File: src/rtl/sensor_frame_builder_with_alarm_throttle_top_macros.svh
// ----------------------------------------------------------------------------
// sensor frame builder assertion macros
// shared concurrent assertion forms, compiled out with NO_ASSERTIONS
// ----------------------------------------------------------------------------
`ifndef SENSOR_FRAME_BUILDER_WITH_ALARM_THROTTLE_TOP_MACROS_SVH
`define SENSOR_FRAME_BUILDER_WITH_ALARM_THROTTLE_TOP_MACROS_SVH

`ifndef NO_ASSERTIONS

// same-cycle implication
`define SFB_ASSERT_SAME(lbl, ante, cons, msg) \
    lbl: assert property (@(posedge clk) disable iff (!rst_n) (ante) |-> (cons)) \
        else $error(msg);

// next-cycle implication
`define SFB_ASSERT_NEXT(lbl, ante, cons, msg) \
    lbl: assert property (@(posedge clk) disable iff (!rst_n) (ante) |=> (cons)) \
        else $error(msg);

`else

`define SFB_ASSERT_SAME(lbl, ante, cons, msg)
`define SFB_ASSERT_NEXT(lbl, ante, cons, msg)

`endif

`endif

File: src/rtl/sfb_pkg.sv
// ----------------------------------------------------------------------------
// sfb_pkg
// shared types, codes and constants of the sensor frame builder
// ----------------------------------------------------------------------------
package sfb_pkg;

    // default identifier bases
    localparam int EMERGENCY_BASE_DEF = 256;
    localparam int NORMAL_BASE_DEF    = 512;
    localparam int LOWFREQ_BASE_DEF   = 768;

    // event kinds
    localparam logic [2:0] MODE_HEARTBEAT = 3'd0;
    localparam logic [2:0] MODE_TEMP_HUMI = 3'd1;
    localparam logic [2:0] MODE_LIGHT     = 3'd2;
    localparam logic [2:0] MODE_ALARM     = 3'd3;
    localparam logic [2:0] MODE_RECOVER   = 3'd4;

    // register indexes
    localparam logic [2:0] REG_NODE_NUMBER    = 3'd0;
    localparam logic [2:0] REG_CODE_HEARTBEAT = 3'd1;
    localparam logic [2:0] REG_CODE_TEMP_HUMI = 3'd2;
    localparam logic [2:0] REG_CODE_LIGHT     = 3'd3;
    localparam logic [2:0] REG_CODE_ALARM     = 3'd4;
    localparam logic [2:0] REG_CODE_RECOVER   = 3'd5;

    localparam int CFG_ADDR_W = 5;
    localparam int CFG_DATA_W = 32;

    // throttle constants
    localparam logic [31:0] GAP_RESET_MS     = 32'd5000;
    localparam logic [31:0] SLOW_INTERVAL_MS = 32'd2000;
    localparam logic [31:0] FAST_INTERVAL_MS = 32'd1000;
    localparam logic [7:0]  RUN_SLOW_AT      = 8'd5;
    localparam logic [7:0]  RUN_MAX          = 8'd250;
    localparam logic [15:0] DROP_MAX         = 16'hFFFF;

    // frame bytes
    localparam logic [7:0] ALARM_FLAG_BYTE = 8'h01;
    localparam logic [7:0] FTYPE_EMERGENCY = 8'd0;
    localparam logic [7:0] FTYPE_NORMAL    = 8'd1;
    localparam logic [7:0] FTYPE_LOWFREQ   = 8'd2;

    typedef struct packed {
        logic [2:0]  mode;
        logic [31:0] now_ms;
        logic [7:0]  temp_whole;
        logic [7:0]  temp_frac;
        logic [7:0]  humi_whole;
        logic [7:0]  humi_frac;
        logic [15:0] lux_level;
    } sfb_in_t;

    typedef struct packed {
        logic        frame_valid;
        logic [10:0] can_ident;
        logic [63:0] frame_bytes;
        logic [15:0] dropped_alarms;
    } sfb_out_t;

    typedef struct packed {
        logic [7:0] node_number;
        logic [7:0] code_heartbeat;
        logic [7:0] code_temp_humi;
        logic [7:0] code_light;
        logic [7:0] code_alarm;
        logic [7:0] code_recover;
    } sfb_cfg_t;

    typedef struct packed {
        logic        drop;
        logic [15:0] dropped_alarms;
    } sfb_thr_t;

endpackage

File: src/rtl/sensor_frame_builder_with_alarm_throttle_top.sv
// ----------------------------------------------------------------------------
// sensor_frame_builder_with_alarm_throttle_top
// builds one eight-byte can frame per sensor event, rate-limits alarms
// ----------------------------------------------------------------------------
//  channel   direction  handshake              payload
//  in        input      in_valid / in_stall    in_data  (sfb_in_t)
//  out       output     out_valid / out_stall  out_data (sfb_out_t)
//  cfg       apb        psel / penable / pready paddr, pwdata, prdata
//
//  one request per cycle sustained while out_stall is low
//  the rate is set by the throttle update in the advance path
//  an input register and a result register part the two sides, so one more
//  request is taken while a finished result waits under out_stall
//  rst_n clears valids, throttle state and config registers at once; no clearing pass
// ----------------------------------------------------------------------------
`include "sensor_frame_builder_with_alarm_throttle_top_macros.svh"

module sensor_frame_builder_with_alarm_throttle_top
#(
    parameter int EMERGENCY_BASE = sfb_pkg::EMERGENCY_BASE_DEF,
    parameter int NORMAL_BASE    = sfb_pkg::NORMAL_BASE_DEF,
    parameter int LOWFREQ_BASE   = sfb_pkg::LOWFREQ_BASE_DEF
)
(
    input  logic                           clk,
    input  logic                           rst_n,
    // configuration port
    input  logic                           psel,
    input  logic                           penable,
    input  logic                           pwrite,
    input  logic [sfb_pkg::CFG_ADDR_W-1:0] paddr,
    input  logic [sfb_pkg::CFG_DATA_W-1:0] pwdata,
    output logic [sfb_pkg::CFG_DATA_W-1:0] prdata,
    output logic                           pready,
    // event requests
    input  logic                           in_valid,
    output logic                           in_stall,
    input  sfb_pkg::sfb_in_t               in_data,
    // frame results
    output logic                           out_valid,
    input  logic                           out_stall,
    output sfb_pkg::sfb_out_t              out_data
);

    sfb_pkg::sfb_cfg_t cfg;
    sfb_pkg::sfb_thr_t thr;
    sfb_pkg::sfb_out_t result;

    // input register
    logic              s1_valid_reg;
    logic              s1_valid_next;
    sfb_pkg::sfb_in_t  s1_data_reg;

    // result register
    logic              out_valid_reg;
    logic              out_valid_next;
    sfb_pkg::sfb_out_t out_data_reg;

    logic              out_free;
    logic              s1_adv;
    logic              in_acc;

    // result slot is free when empty or being taken this cycle
    assign out_free = !out_valid_reg || !out_stall;
    assign s1_adv   = s1_valid_reg && out_free;
    assign in_stall = s1_valid_reg && !out_free;
    assign in_acc   = in_valid && !in_stall;

    assign s1_valid_next  = in_acc ? 1'b1 : (s1_adv ? 1'b0 : s1_valid_reg);
    assign out_valid_next = s1_adv ? 1'b1 : (out_free ? 1'b0 : out_valid_reg);

    assign out_valid = out_valid_reg;
    assign out_data  = out_data_reg;

    sfb_cfg_regs u_cfg_regs
    (
        .clk     (clk),
        .rst_n   (rst_n),
        .psel    (psel),
        .penable (penable),
        .pwrite  (pwrite),
        .paddr   (paddr),
        .pwdata  (pwdata),
        .prdata  (prdata),
        .pready  (pready),
        .cfg     (cfg)
    );

    // throttle state moves only when the request leaves the input register
    sfb_alarm_throttle u_throttle
    (
        .clk      (clk),
        .rst_n    (rst_n),
        .is_alarm (s1_data_reg.mode == sfb_pkg::MODE_ALARM),
        .load     (s1_adv),
        .now_ms   (s1_data_reg.now_ms),
        .status   (thr)
    );

    sfb_frame_pack
    #(
        .EMERGENCY_BASE (EMERGENCY_BASE),
        .NORMAL_BASE    (NORMAL_BASE),
        .LOWFREQ_BASE   (LOWFREQ_BASE)
    )
    u_frame_pack
    (
        .item   (s1_data_reg),
        .cfg    (cfg),
        .thr    (thr),
        .result (result)
    );

    // control state
    always_ff @(posedge clk or negedge rst_n)
    begin
        if (!rst_n)
        begin
            s1_valid_reg  <= 1'b0;
            out_valid_reg <= 1'b0;
        end
        else
        begin
            s1_valid_reg  <= s1_valid_next;
            out_valid_reg <= out_valid_next;
        end
    end

    // payload, no reset
    always_ff @(posedge clk)
    begin
        if (in_acc)
        begin
            s1_data_reg <= in_data;
        end
        if (s1_adv)
        begin
            out_data_reg <= result;
        end
    end

    // a dropped alarm carries no identifier and no bytes
    `SFB_ASSERT_SAME(a_drop_clean, out_valid_reg && !out_data_reg.frame_valid,
        out_data_reg.can_ident == 11'd0 && out_data_reg.frame_bytes == 64'd0,
        "dropped alarm with frame content")

    // checksum byte closes the xor over all eight bytes
    `SFB_ASSERT_SAME(a_checksum, out_valid_reg && out_data_reg.frame_valid,
        (out_data_reg.frame_bytes[7:0] ^ out_data_reg.frame_bytes[15:8]
         ^ out_data_reg.frame_bytes[23:16] ^ out_data_reg.frame_bytes[31:24]
         ^ out_data_reg.frame_bytes[39:32] ^ out_data_reg.frame_bytes[47:40]
         ^ out_data_reg.frame_bytes[55:48] ^ out_data_reg.frame_bytes[63:56]) == 8'h00,
        "frame checksum mismatch")

    // drop count never falls from one result to the next
    `SFB_ASSERT_NEXT(a_drop_mono, out_valid_reg && !out_stall,
        !out_valid_reg || out_data_reg.dropped_alarms >= $past(out_data_reg.dropped_alarms),
        "drop count decreased")

    // an advancing request always lands in the result register
    `SFB_ASSERT_NEXT(a_advance, s1_valid_reg && out_free, out_valid_reg,
        "advanced request lost")

endmodule

File: src/rtl/sfb_cfg_regs.sv
// ----------------------------------------------------------------------------
// sfb_cfg_regs
// apb register bank holding node number and function codes
// ----------------------------------------------------------------------------
module sfb_cfg_regs
(
    input  logic                           clk,
    input  logic                           rst_n,
    input  logic                           psel,
    input  logic                           penable,
    input  logic                           pwrite,
    input  logic [sfb_pkg::CFG_ADDR_W-1:0] paddr,
    input  logic [sfb_pkg::CFG_DATA_W-1:0] pwdata,
    output logic [sfb_pkg::CFG_DATA_W-1:0] prdata,
    output logic                           pready,
    output sfb_pkg::sfb_cfg_t              cfg
);

    sfb_pkg::sfb_cfg_t cfg_reg;
    sfb_pkg::sfb_cfg_t cfg_next;
    logic [2:0]        reg_index;
    logic              wr_en;
    logic [7:0]        rd_byte;

    assign pready    = 1'b1;
    assign reg_index = paddr[4:2];
    assign wr_en     = psel && penable && pwrite;

    always_comb
    begin
        cfg_next = cfg_reg;
        if (wr_en)
        begin
            unique case (reg_index)
                sfb_pkg::REG_NODE_NUMBER:    cfg_next.node_number    = pwdata[7:0];
                sfb_pkg::REG_CODE_HEARTBEAT: cfg_next.code_heartbeat = pwdata[7:0];
                sfb_pkg::REG_CODE_TEMP_HUMI: cfg_next.code_temp_humi = pwdata[7:0];
                sfb_pkg::REG_CODE_LIGHT:     cfg_next.code_light     = pwdata[7:0];
                sfb_pkg::REG_CODE_ALARM:     cfg_next.code_alarm     = pwdata[7:0];
                sfb_pkg::REG_CODE_RECOVER:   cfg_next.code_recover   = pwdata[7:0];
                default:                     cfg_next = cfg_reg;
            endcase
        end
    end

    always_comb
    begin
        unique case (reg_index)
            sfb_pkg::REG_NODE_NUMBER:    rd_byte = cfg_reg.node_number;
            sfb_pkg::REG_CODE_HEARTBEAT: rd_byte = cfg_reg.code_heartbeat;
            sfb_pkg::REG_CODE_TEMP_HUMI: rd_byte = cfg_reg.code_temp_humi;
            sfb_pkg::REG_CODE_LIGHT:     rd_byte = cfg_reg.code_light;
            sfb_pkg::REG_CODE_ALARM:     rd_byte = cfg_reg.code_alarm;
            sfb_pkg::REG_CODE_RECOVER:   rd_byte = cfg_reg.code_recover;
            default:                     rd_byte = 8'd0;
        endcase
    end

    assign prdata = {{(sfb_pkg::CFG_DATA_W-8){1'b0}}, rd_byte};
    assign cfg    = cfg_reg;

    always_ff @(posedge clk or negedge rst_n)
    begin
        if (!rst_n)
        begin
            cfg_reg.node_number    <= 8'd1;
            cfg_reg.code_heartbeat <= 8'd1;
            cfg_reg.code_temp_humi <= 8'd2;
            cfg_reg.code_light     <= 8'd3;
            cfg_reg.code_alarm     <= 8'd4;
            cfg_reg.code_recover   <= 8'd5;
        end
        else
        begin
            cfg_reg <= cfg_next;
        end
    end

endmodule

File: src/rtl/sfb_alarm_throttle.sv
// ----------------------------------------------------------------------------
// sfb_alarm_throttle
// alarm rate limiter with run count and saturating drop counter
// ----------------------------------------------------------------------------
module sfb_alarm_throttle
(
    input  logic              clk,
    input  logic              rst_n,
    input  logic              is_alarm,
    input  logic              load,
    input  logic [31:0]       now_ms,
    output sfb_pkg::sfb_thr_t status
);

    logic [31:0] last_time_reg;
    logic [7:0]  run_count_reg;
    logic [15:0] drop_total_reg;
    logic [31:0] gap;
    logic [7:0]  run_eff;
    logic [31:0] interval;
    logic        too_soon;
    logic [15:0] drop_next;
    logic [7:0]  run_next;

    // wrapping difference since the last sent alarm
    assign gap       = now_ms - last_time_reg;
    assign run_eff   = (gap > sfb_pkg::GAP_RESET_MS) ? 8'd0 : run_count_reg;
    assign interval  = (run_eff >= sfb_pkg::RUN_SLOW_AT) ? sfb_pkg::SLOW_INTERVAL_MS
                                                         : sfb_pkg::FAST_INTERVAL_MS;
    assign too_soon  = gap < interval;
    assign drop_next = (drop_total_reg != sfb_pkg::DROP_MAX) ? drop_total_reg + 16'd1
                                                             : drop_total_reg;
    assign run_next  = (run_eff < sfb_pkg::RUN_MAX) ? run_eff + 8'd1 : run_eff;

    assign status.drop           = is_alarm && too_soon;
    assign status.dropped_alarms = (is_alarm && too_soon) ? drop_next : drop_total_reg;

    always_ff @(posedge clk or negedge rst_n)
    begin
        if (!rst_n)
        begin
            last_time_reg  <= 32'd0;
            run_count_reg  <= 8'd0;
            drop_total_reg <= 16'd0;
        end
        else if (load && is_alarm)
        begin
            if (too_soon)
            begin
                drop_total_reg <= drop_next;
                run_count_reg  <= run_eff;
            end
            else
            begin
                last_time_reg <= now_ms;
                run_count_reg <= run_next;
            end
        end
    end

endmodule

File: src/rtl/sfb_frame_pack.sv
// ----------------------------------------------------------------------------
// sfb_frame_pack
// identifier selection, frame type, payload bytes and checksum
// ----------------------------------------------------------------------------
module sfb_frame_pack
#(
    parameter int EMERGENCY_BASE = sfb_pkg::EMERGENCY_BASE_DEF,
    parameter int NORMAL_BASE    = sfb_pkg::NORMAL_BASE_DEF,
    parameter int LOWFREQ_BASE   = sfb_pkg::LOWFREQ_BASE_DEF
)
(
    input  sfb_pkg::sfb_in_t  item,
    input  sfb_pkg::sfb_cfg_t cfg,
    input  sfb_pkg::sfb_thr_t thr,
    output sfb_pkg::sfb_out_t result
);

    localparam logic [10:0] EMERG_ID = 11'(EMERGENCY_BASE);
    localparam logic [10:0] NORM_ID  = 11'(NORMAL_BASE);
    localparam logic [10:0] LOWF_ID  = 11'(LOWFREQ_BASE);

    logic [10:0] ident;
    logic [7:0]  func;
    logic [7:0]  ftype;
    logic [7:0]  pb3;
    logic [7:0]  pb4;
    logic [7:0]  pb5;
    logic [7:0]  pb6;
    logic [7:0]  csum;

    always_comb
    begin
        ident = NORM_ID;
        func  = cfg.code_heartbeat;
        pb3   = cfg.node_number;
        pb4   = 8'd0;
        pb5   = 8'd0;
        pb6   = 8'd0;
        unique case (item.mode)
            sfb_pkg::MODE_ALARM:
            begin
                ident = EMERG_ID;
                func  = cfg.code_alarm;
                pb4   = sfb_pkg::ALARM_FLAG_BYTE;
            end
            sfb_pkg::MODE_TEMP_HUMI:
            begin
                func = cfg.code_temp_humi;
                pb3  = item.temp_whole;
                pb4  = item.temp_frac;
                pb5  = item.humi_whole;
                pb6  = item.humi_frac;
            end
            sfb_pkg::MODE_LIGHT:
            begin
                // wraps modulo 2^11
                ident = LOWF_ID + {3'd0, cfg.node_number};
                func  = cfg.code_light;
                pb3   = item.lux_level[15:8];
                pb4   = item.lux_level[7:0];
            end
            sfb_pkg::MODE_RECOVER:
            begin
                func = cfg.code_recover;
            end
            default:
            begin
                func = cfg.code_heartbeat;
            end
        endcase
    end

    always_comb
    begin
        priority if (ident >= EMERG_ID && ident < NORM_ID)
            ftype = sfb_pkg::FTYPE_EMERGENCY;
        else if (ident >= LOWF_ID)
            ftype = sfb_pkg::FTYPE_LOWFREQ;
        else
            ftype = sfb_pkg::FTYPE_NORMAL;
    end

    assign csum = ftype ^ cfg.node_number ^ func ^ pb3 ^ pb4 ^ pb5 ^ pb6;

    always_comb
    begin
        result.dropped_alarms = thr.dropped_alarms;
        if (thr.drop)
        begin
            result.frame_valid = 1'b0;
            result.can_ident   = 11'd0;
            result.frame_bytes = 64'd0;
        end
        else
        begin
            result.frame_valid = 1'b1;
            result.can_ident   = ident;
            result.frame_bytes = {csum, pb6, pb5, pb4, pb3, func, cfg.node_number, ftype};
        end
    end

endmodule
File: config.mk
export PLATFORM = sky130hd
export DESIGN_NAME = sensor_frame_builder_with_alarm_throttle_top
export DESIGN_NICKNAME = d
export VERILOG_FILES = /design/src/rtl/sfb_pkg.sv /design/src/rtl/sensor_frame_builder_with_alarm_throttle_top.sv /design/src/rtl/sfb_cfg_regs.sv /design/src/rtl/sfb_alarm_throttle.sv /design/src/rtl/sfb_frame_pack.sv
export VERILOG_INCLUDE_DIRS = /design/src /design/src/rtl
export SDC_FILE = /design/constraint.sdc
export NUM_CORES = 1
export LEC_CHECK = 0
export BUFFER_PORTS_ARGS = -buffer_cell sky130_fd_sc_hd__buf_2
export CAP_MARGIN = 10
export CORE_ASPECT_RATIO = 1.1
export CORE_MARGIN = 4
export CORE_UTILIZATION = 48
export CTS_CLUSTER_SIZE = 12
export DETAILED_ROUTE_END_ITERATION = 8
export PLACE_DENSITY_LB_ADDON = 0.2
export SLEW_MARGIN = 5
export SYNTH_ARGS = -nofsm -noshare
export SYNTH_HDL_FRONTEND = slang
export SYNTH_SLANG_ARGS = --single-unit
File: constraint.sdc
create_clock -name clk -period 20 [get_ports clk]
set_input_delay 1 -clock clk [delete_from_list [all_inputs] [get_ports clk]]
set_output_delay 1 -clock clk [all_outputs]
set_load 0.01 [all_outputs]
==> impl_metrics.ini, run 1 <==
[routing]
ant_nets = 0
routedWlPerCell_um = 18.0
route.detailed.drc = 0
routed-via-count = 10500
drtPass1Iterations = 5
wl_mm = 34.1
post_drt_via_cell_ratio = 5.54
drtIter0Drc = 737

[yosys]
ys_top_cells_by_area = edfxtp_1 (34%), dfrtp_1 (17%), mux2_2 (4.0%), ha_1 (3.2%), mux2_1 (2.8%)
syn_inst = 1283
syn_area_mm2 = 0.0147
ys_warn_count = 0
muxShareOfSynthArea_pct = 8.57
synth_top_area_share_pct = 34.2
yosysSeqAreaShare_pct = 52.3
yosys.area_share.simple_pct = 12.6
synth_xor_area_share_pct = 4.65
synth.distinct_cells = 94
synth_ff_type = edfxtp_1
synth_top_family_by_area = compound AO/OA/AOI/OAI gates
synth_compound_area_share_pct = 13.1
synth_edf_count = 168
synth_seq_cells = 274
postSynthAreaPerCell_um2 = 11.5
synthAdderAreaFrac_pct = 3.36
async_reset_ff_share_pct = 38.7
synth_top_area_cell = edfxtp_1

[timing]
slew_violations = 0
worst_pin_slew_ns = 1.04
tns_ns = 0
hold_violations = 0
slew_headroom_pct = 30.6
min_period_ns = 7.89
finalSetupViolations = 0
setup_slack_ns = 12.11
clock_skew_ns = 0.0135
period_share_pct = 39.4
max_freq_ghz = 0.127
rsz0062_at_grt = false

[finish]
fill_cells = 2683
seqCellArea_mm2 = 0.00771
drive_gt1_share_pct = 23.5
layout-area-overhead-vs-synth_pct = 14.2
nNetsFinal = 1617
multi_input_area_mm2 = 0.00640
design_area_mm2 = 0.0168
largest_reg_flops = 85

[placement]
globalplace.congestion = 0.868
dpl_worst_slack_ns = 12.12
placed_area_mm2 = 0.0159
post-dp-hpwl_mm = 24.4
port-buffer-count = 195

[clock_tree]
cts_htree_levels = 1
clkSinkCount = 274
ctsResizeCount = 0
post_cts_buffers = 0
numCtsBuffers = 30
clk_pin_slew_ns = 0.06
clock_path_buffers = 3
cts_root_buf = clkbuf_16
clk_latency_ns = 0.56
ctsHoldBuffers = 0
cts_tree = built

[power]
vdd_ir_drop_max_mv = 0.0812
leakage_nw = 6.95
p_per_area_mw_per_mm2 = 102

[die]
die-width_um = 175
core_area_mm2 = 0.0303
fp.dieH_um = 192
boundaryPins = 254
start_util_pct = 48.6
rows = 67
dieArea_mm2 = 0.0336

[worst_setup_path]
cp_max_fo = 20
end_kind = flop
startpoint_type = flop
arrival_ns = 8.33
critPathKind = reg2reg
cp.required_ns = 20.44

[worst_hold_path]
min_path_type = in2async

[run_status]
status = finished, final reports clean

[global_routing]
grt_max_degree = 68
grt-ovfl-total = 0
antenna_found_initial = 4
grtUsageTotal_pct = 19.5
grt_pass1_vias = 9868
grt_pass1_wl_mm = 53.3

[flow_run]
cap_violations = 0
worst max-delay path, stage by stage, from the launching register on:
cell and delay, ns:
edfxtp_1 0.41, inv_1 0.08, ha_1 0.16, inv_1 0.05, fa_1 0.39, a21oi_1 0.33
o21ai_2 0.10, o21ba_1 0.26, o21a_1 0.24, or4_4 0.50, a22o_1 0.22, a2111o_1 0.40
or4_4 0.56, or2_1 0.29, ha_1 0.21, inv_1 0.04, o21ai_0 0.06, and3_1 0.20
nor2_1 0.16, inv_2 0.06, ha_1 0.28, a21boi_0 0.13, o31a_1 0.27, a21o_1 0.26
nor3_4 0.61, nand2b_1 0.71, buf_4 0.42, mux2_1 0.37
final cells by class:
cell class                      instances  share of cell area [%]
Antenna cell                            3                  0.0446
Clock buffer                           44                    4.94
Clock inverter                         12                   0.476
Inverter                               62                    1.38
Multi-Input combinational cell        878                    38.0
Sequential cell                       274                    45.8
Tap cell                              414                    3.08
Timing Repair Buffer                  205                    6.26
report_power, final:
group          total [mW]  switching (mW)  internal (mW)  leakage [nW]
clock               0.508           0.220          0.288         0.448
combinational       0.475           0.279          0.196          3.54
sequential          0.728          0.0456          0.683          2.96
total                1.71           0.545           1.17          6.95
worst paths after layout:
| check | to | cells after the start | start | slack [ns] |
|---|---|---|---|---|
| min reg2reg | u_throttle.last_time_reg[16] | 1 | u_throttle.last_time_reg[16] | 0.49 |
| max reg2reg | u_throttle.last_time_reg[11] | 27 | s1_data_reg[48] | 12.11 |
| min | u_throttle.last_time_reg[13] | 1 | rst_n | 0.42 |
| min in group clk | u_throttle.last_time_reg[16] | 1 | u_throttle.last_time_reg[16] | 0.49 |
| max | u_throttle.last_time_reg[11] | 27 | s1_data_reg[48] | 12.11 |
| max in group asynchronous | u_cfg_regs.cfg[31] | 2 | rst_n | 18.33 |
metrics by stage:
step                cells  util (%)  hold WS, ns  power (mW)
floorplan            1313         -        0.460        1.09
global placement     1833      52.4        0.473        1.20
detailed placement   1833      52.4        0.481        1.21
CTS                  1889      55.4        0.433        1.73
global route         1891      55.5        0.459        1.81
finish               1892      55.5        0.424        1.71
per-layer routing:
| metal | global-route usage (%) | part of all wire, % | vias up |
|---|---|---|---|
| li1 | - | - | 5032 |
| met1 | 28.3 | 46 | 5076 |
| met2 | 30.8 | 46 | 322 |
| met3 | 3.05 | 5.8 | 53 |
| met4 | 5.53 | 2.4 | 4 |
| met5 | 0 | 0.079 | - |
synth_stat cells, drive strengths merged (29+ instances only):
library cell,count
dfrtp,98
mux2,90
nand2,71
edfxtp,168
inv,62
ha,38
a21oi,57
and2,37
nand4,29
clkbuf,40
xnor2,47
o21ai,49
buf,59
nor2,78
cell families after synthesis:
kind of cell               count (synthesis)
AOI/OAI and AO/OA                        270
buffers and inverters                    161
other                                      2
DFF                                      274
adders and majority gates                 39
muxes                                    110
xor gates and xnor gates                  72
and+or+nand+nor                          355
layout by cell type (no fill, tap or decap), types with 40 or more instances in the layout:
| cell type | synthesis | final |
|---|---|---|
| nor2_1 | 77 | 76 |
| edfxtp_1 | 168 | 168 |
| nand2_1 | 71 | 71 |
| xnor2_1 | 47 | 47 |
| mux2_2 | 53 | 53 |
| dfrtp_1 | 98 | 98 |
| a21oi_1 | 54 | 54 |
| o21ai_0 | 40 | 40 |
| inv_1 | 59 | 59 |
| buf_2 | 14 | 194 |
(Power assumes the default switching activity.)
==> inputs of run 2 (changes only) <==
- ABC_AREA: unset -> 1
- clock period: 20 -> 7.17 ns (I/O delays scaled with it)
==> impl_metrics.ini, run 2 <==
[power]
vdd_ir_drop_max_mv = 0.232
p_per_area_mw_per_mm2 = 278
leakage_nw = 8.81
power_mw = 4.99
p_switching_mw = 1.68
p_comb_share_pct = 30.5
p_clk_share_pct = 29.0
p_int_mw = 3.31
p_seq_share_pct = 40.5
swShare_pct = 33.7

[worst_setup_path]
slowest_delay_ns = 0.82
r2r-start = s1_data_reg[48]
arrival_ns = 6.19
crit_slowest_cell = nor2_2
r2r_setup_slack_ns = 1.36
cp.required_ns = 7.56
timing.rr.end = u_throttle.drop_total_reg[0]
startpoint_type = flop
cp_max_fo = 32
end_kind = flop
startpoint = s1_data_reg[48]
worstRegToRegCells = 31
critPathKind = reg2reg

[timing]
tns_ns = 0
min_period_ns = 5.81
hold_violations = 0
worst_pin_slew_ns = 1.15
clock_skew_ns = 0.0231
slew_headroom_pct = 23.4
max_freq_ghz = 0.172
hold_ws_ns = 0.0171
period_share_pct = 81.0
slew_violations = 0
rsz0062_at_grt = false
finalSetupViolations = 0

[finish]
layout_common_cells = nand2_1 (507), inv_1 (304), buf_2 (194), edfxtp_1 (168), nor2_1 (142)
antenna_cells = 0
design_area_mm2 = 0.0179
post-route-util_pct = 58.9
drive_gt1_share_pct = 13.5
nNetsFinal = 2208
fill_cells = 2728
final_common_cell = nand2_1
largest_reg_flops = 85
layout-area-overhead-vs-synth_pct = 21.0

[routing]
drtPass1Iterations = 5
routedWlPerCell_um = 14.7
post_drt_via_cell_ratio = 4.88
wl_mm = 36.5
routed-via-count = 12100
drtIter0Drc = 914
ant_nets = 0
route.detailed.drc = 0

[clock_tree]
cts_tree = built
clk_latency_ns = 0.58
post_cts_buffers = 0
clkSinkCount = 274
clk_pin_slew_ns = 0.06
numCtsBuffers = 29
ctsResizeCount = 0
cts_root_buf = clkbuf_16
ctsHoldBuffers = 89
clock_path_buffers = 3
cts_htree_levels = 1

[worst_hold_path]
min_path_type = in2reg
whs_endpoint = u_cfg_regs.cfg[4]
hold_depth = 3
hold_path_startpoint = pwdata[4]

[placement]
post-dp-hpwl_mm = 25.6
globalplace.congestion = 0.947
port-buffer-count = 195
placed_area_mm2 = 0.0161

[yosys]
synth_ff_type = edfxtp_1
synth_top_area_cell = edfxtp_1
yosysMostFrequentCell = nand2_1
synth_edf_count = 168
synth_top_area_share_pct = 34.1
postSynthAreaPerCell_um2 = 8.47
syn_inst = 1748
ys_warn_count = 0
yosysSeqAreaShare_pct = 52.1
async_reset_ff_share_pct = 38.7
ys_top_cells_by_area = edfxtp_1 (34%), dfrtp_1 (17%), nand2_1 (13%), inv_1 (7.7%), nor2_1 (3.6%)
synth.distinct_cells = 49
synth_seq_cells = 274
synthTopCellsByCount = nand2_1 (507), inv_1 (305), edfxtp_1 (168)
syn_area_mm2 = 0.0148

[global_routing]
grt_max_degree = 68
grtUsageTotal_pct = 21.4
grt_pass1_vias = 11700
grt_pass1_wl_mm = 58.7
antenna_found_initial = 1
grt-ovfl-total = 0

[die]
core_area_mm2 = 0.0304
die-width_um = 175
boundaryPins = 254
fp.dieH_um = 192
dieArea_mm2 = 0.0337
rows = 67
start_util_pct = 48.7

[run_status]
status = finished, final reports clean

[flow_run]
cap_violations = 0
run 2: worst max-delay path by stage:
| stage | slack [ns] | endpoint | depth (start not counted) |
|---|---|---|---|
| final | 1.36 | u_throttle.drop_total_reg[0] | 31 |
| after global routing | 0.71 | u_throttle.drop_total_reg[0] | 33 |
| after CTS | 1.33 | u_throttle.drop_total_reg[0] | 33 |
| after detailed placement | 1.37 | u_throttle.drop_total_reg[0] | 33 |
| after global placement | 1.47 | u_throttle.drop_total_reg[14] | 33 |
| after floorplan | 0.77 | u_throttle.run_count_reg[0] | 7 |
run 2: cell families after synthesis:
| family | Yosys count | share of synthesized area, % |
|---|---|---|
| flip-flops | 274 | 52.1 |
| other | 2 | 0.0507 |
| buffers and inverters | 372 | 10.6 |
| AO/OA/AOI/OAI | 206 | 8.15 |
| adder cells (fa/ha/maj) | 39 | 3.35 |
| AND/OR/NAND/NOR | 795 | 22.3 |
| XOR/XNOR | 60 | 3.55 |
run 2: critical path: cells and delay by family (launching register included):
family	cells	cell delay, ns
AO/OA/AOI/OAI	3	0.59
AND/OR/NAND/NOR	20	3.24
buffers and inverters	4	0.34
adder cells (fa/ha/maj)	4	1.09
flip-flops	1	0.35
run 2: layout make-up:
type	instances	area (um^2)	share of cell area, %
flip-flops and latches	274	7710	43.0
multi-input cells	1132	5660	31.6
repair buffers	295	1950	10.9
inverters	310	1160	6.50
clock buffers	43	828	4.62
well taps	414	518	2.89
clock inverters	11	85.1	0.475
run 2: per-stage QoR:
step	setup slack (ns)	cells
floorplan	0.772	1778
global placement	1.47	2336
detailed placement	1.37	2336
CTS	1.33	2479
global route	0.706	2479
finish	1.36	2479
run 2: power groups by stage:
stage	Combinational (mW)	Sequential [mW]	Clock, mW
finish	1.52	2.02	1.45
global route	1.76	2.04	1.55
CTS	1.53	2.02	1.48
detailed placement	1.48	2.05	0
global placement	1.45	2.04	0
floorplan	1.08	2.06	0
run 2: layer usage:
metal	vias up	global-route usage, %	share of wire [%]
met1	5579	29.2	44
met3	62	3.76	6.7
met4	2	6.24	2.6
met5	-	0	0.019
met2	336	35.4	47
li1	6112	-	-
==> inputs of run 3 (changes only) <==
- clock period: 7.17 -> 6.1 ns (I/O delays scaled with it)
==> impl_metrics.ini, run 3 (synthesis gave the netlist of run 2 again) <==
[run_status]
status = finished, final reports clean

[die]
start_util_pct = 48.7
boundaryPins = 254
fp.dieH_um = 192
core_area_mm2 = 0.0304
rows = 67
dieArea_mm2 = 0.0337
die-width_um = 175

[worst_setup_path]
startpoint_type = flop
slowest_delay_ns = 0.44
cp_common_cell = nand2_1
critPathKind = reg2reg
crit_slowest_cell = fa_1
worstRegToRegCells = 35
end_kind = flop
arrival_ns = 6.00
cp.required_ns = 6.54
cp_max_fo = 29

[power]
swShare_pct = 34.0
p_seq_share_pct = 40.7
p_switching_mw = 1.98
p_per_area_mw_per_mm2 = 324
p_clk_share_pct = 28.4
power_mw = 5.82
p_int_mw = 3.85
p_comb_share_pct = 30.9
vdd_ir_drop_max_mv = 0.270
leakage_nw = 8.82

[global_routing]
antenna_found_initial = 1
grtUsageTotal_pct = 21.2
grt_max_degree = 74
grt_pass1_wl_mm = 58.6
grt-ovfl-total = 0
grt_pass1_vias = 11800

[timing]
min_period_ns = 5.57
finalSetupViolations = 0
period_share_pct = 91.2
clock_skew_ns = 0.00985
hold_violations = 0
max_freq_ghz = 0.180
worst_pin_slew_ns = 1.22
slew_headroom_pct = 18.6
slew_violations = 0
rsz0062_at_grt = true
hold_ws_ns = 0.239

[routing]
routedWlPerCell_um = 14.6
drtIter0Drc = 816
wl_mm = 36.2
ant_nets = 0
drtPass1Iterations = 5
routed-via-count = 12000
post_drt_via_cell_ratio = 4.84
route.detailed.drc = 0

[clock_tree]
clk_latency_ns = 0.57
post_cts_buffers = 0
cts_tree = built
clkSinkCount = 274
numCtsBuffers = 29
cts_htree_levels = 1
clock_path_buffers = 3
clk_pin_slew_ns = 0.06
cts_root_buf = clkbuf_16

[finish]
drive_gt1_share_pct = 13.5
final_common_cell = nand2_1
fill_cells = 2682
design_area_mm2 = 0.0179
largest_reg_flops = 85
nNetsFinal = 2214
layout_common_cells = nand2_1 (507), inv_1 (304), buf_2 (194), edfxtp_1 (168), nor2_1 (142)
layout-area-overhead-vs-synth_pct = 21.2

[placement]
port-buffer-count = 195
globalplace.congestion = 0.931
placed_area_mm2 = 0.0161
post-dp-hpwl_mm = 25.8

[flow_run]
cap_violations = 0

[worst_hold_path]
min_path_type = in2async
-- run 3: cell types whose count changed in the layout (fill, tap and decap cells not counted) --
cell and change:
nor2_2 -1, inv_4 +1, diode_2 +1, clkinv_1 -3, clkbuf_8 -4, dlygate4sd3_1 +5
clkbuf_1 +3, clkinv_2 +3, buf_4 +1, nor2_4 +1
-- run 3: what timing repair did --
item,in CTS,in global routing
hold endpoints to repair,126,0
hold buffers,94,0
resized for setup,0,1
endpoints found under the setup margin,0,55
-- run 3: critical path, delay by kind of cell, from the launching register on --
family / cells / cell delay [ns]
compound gates: 2 / 0.31
fa+ha+maj: 4 / 1.07
simple gates: 23 / 2.83
buf+inv: 6 / 0.84
flops: 1 / 0.36
-- run 3: worst paths after layout --
| kind | start | end | slack, ns |
|---|---|---|---|
| hold / removal | rst_n | u_throttle.last_time_reg[4] | 0.24 |
| setup / recovery | s1_data_reg[48] | out_data[47] | 0.53 |
| hold reg to reg | u_cfg_regs.cfg[18] | u_cfg_regs.cfg[18] | 0.49 |
| min in group clk | in_data[14] | s1_data_reg[14] | 0.44 |
| max in group asynchronous | rst_n | u_cfg_regs.cfg[28] | 4.55 |
| setup reg to reg | s1_data_reg[48] | out_data[47] | 0.53 |
-- run 3: layout make-up --
| cell class | instances | area (um^2) | area share, % |
|---|---|---|---|
| diodes | 1 | 2.50 | 0.0139 |
| clock buffers | 42 | 785 | 4.37 |
| clock inverters | 12 | 95.1 | 0.530 |
| inverters | 310 | 1160 | 6.49 |
| multi-input cells | 1132 | 5660 | 31.6 |
| flip-flops and latches | 274 | 7710 | 43.0 |
| well taps | 414 | 518 | 2.89 |
| repair buffers | 301 | 2010 | 11.2 |
-- run 3: through the flow --
| stage | util [%] | worst slack, ns | std cells | TNS (ns) |
|---|---|---|---|---|
| after floorplan | - | 1.56 | 1778 | 0 |
| after global placement | 53.0 | 0.505 | 2337 | 0 |
| after detailed placement | 53.0 | 0.414 | 2337 | 0 |
| after CTS | 58.9 | 0.394 | 2485 | 0 |
| after global routing | 59.0 | -0.0804 | 2486 | -1.61 |
| final | 59.0 | 0.534 | 2486 | 0 |
-- run 3: power groups by stage --
stage               Clock [mW]  Sequential [mW]  Combinational, mW
floorplan                    0             2.42               1.27
global placement             0             2.40               1.71
detailed placement           0             2.40               1.75
CTS                       1.70             2.37               1.81
global route              1.77             2.39               2.08
finish                    1.65             2.37               1.80
-- run 3: layer usage --
| layer | part of all wire, % | track usage (%) | vias up |
|---|---|---|---|
| met1 | 44 | 28.5 | 5503 |
| met3 | 6.3 | 3.96 | 61 |
| met4 | 2.6 | 6.09 | 0 |
| met5 | 0 | 0 | - |
| met2 | 47 | 35.5 | 333 |
| li1 | - | - | 6132 |
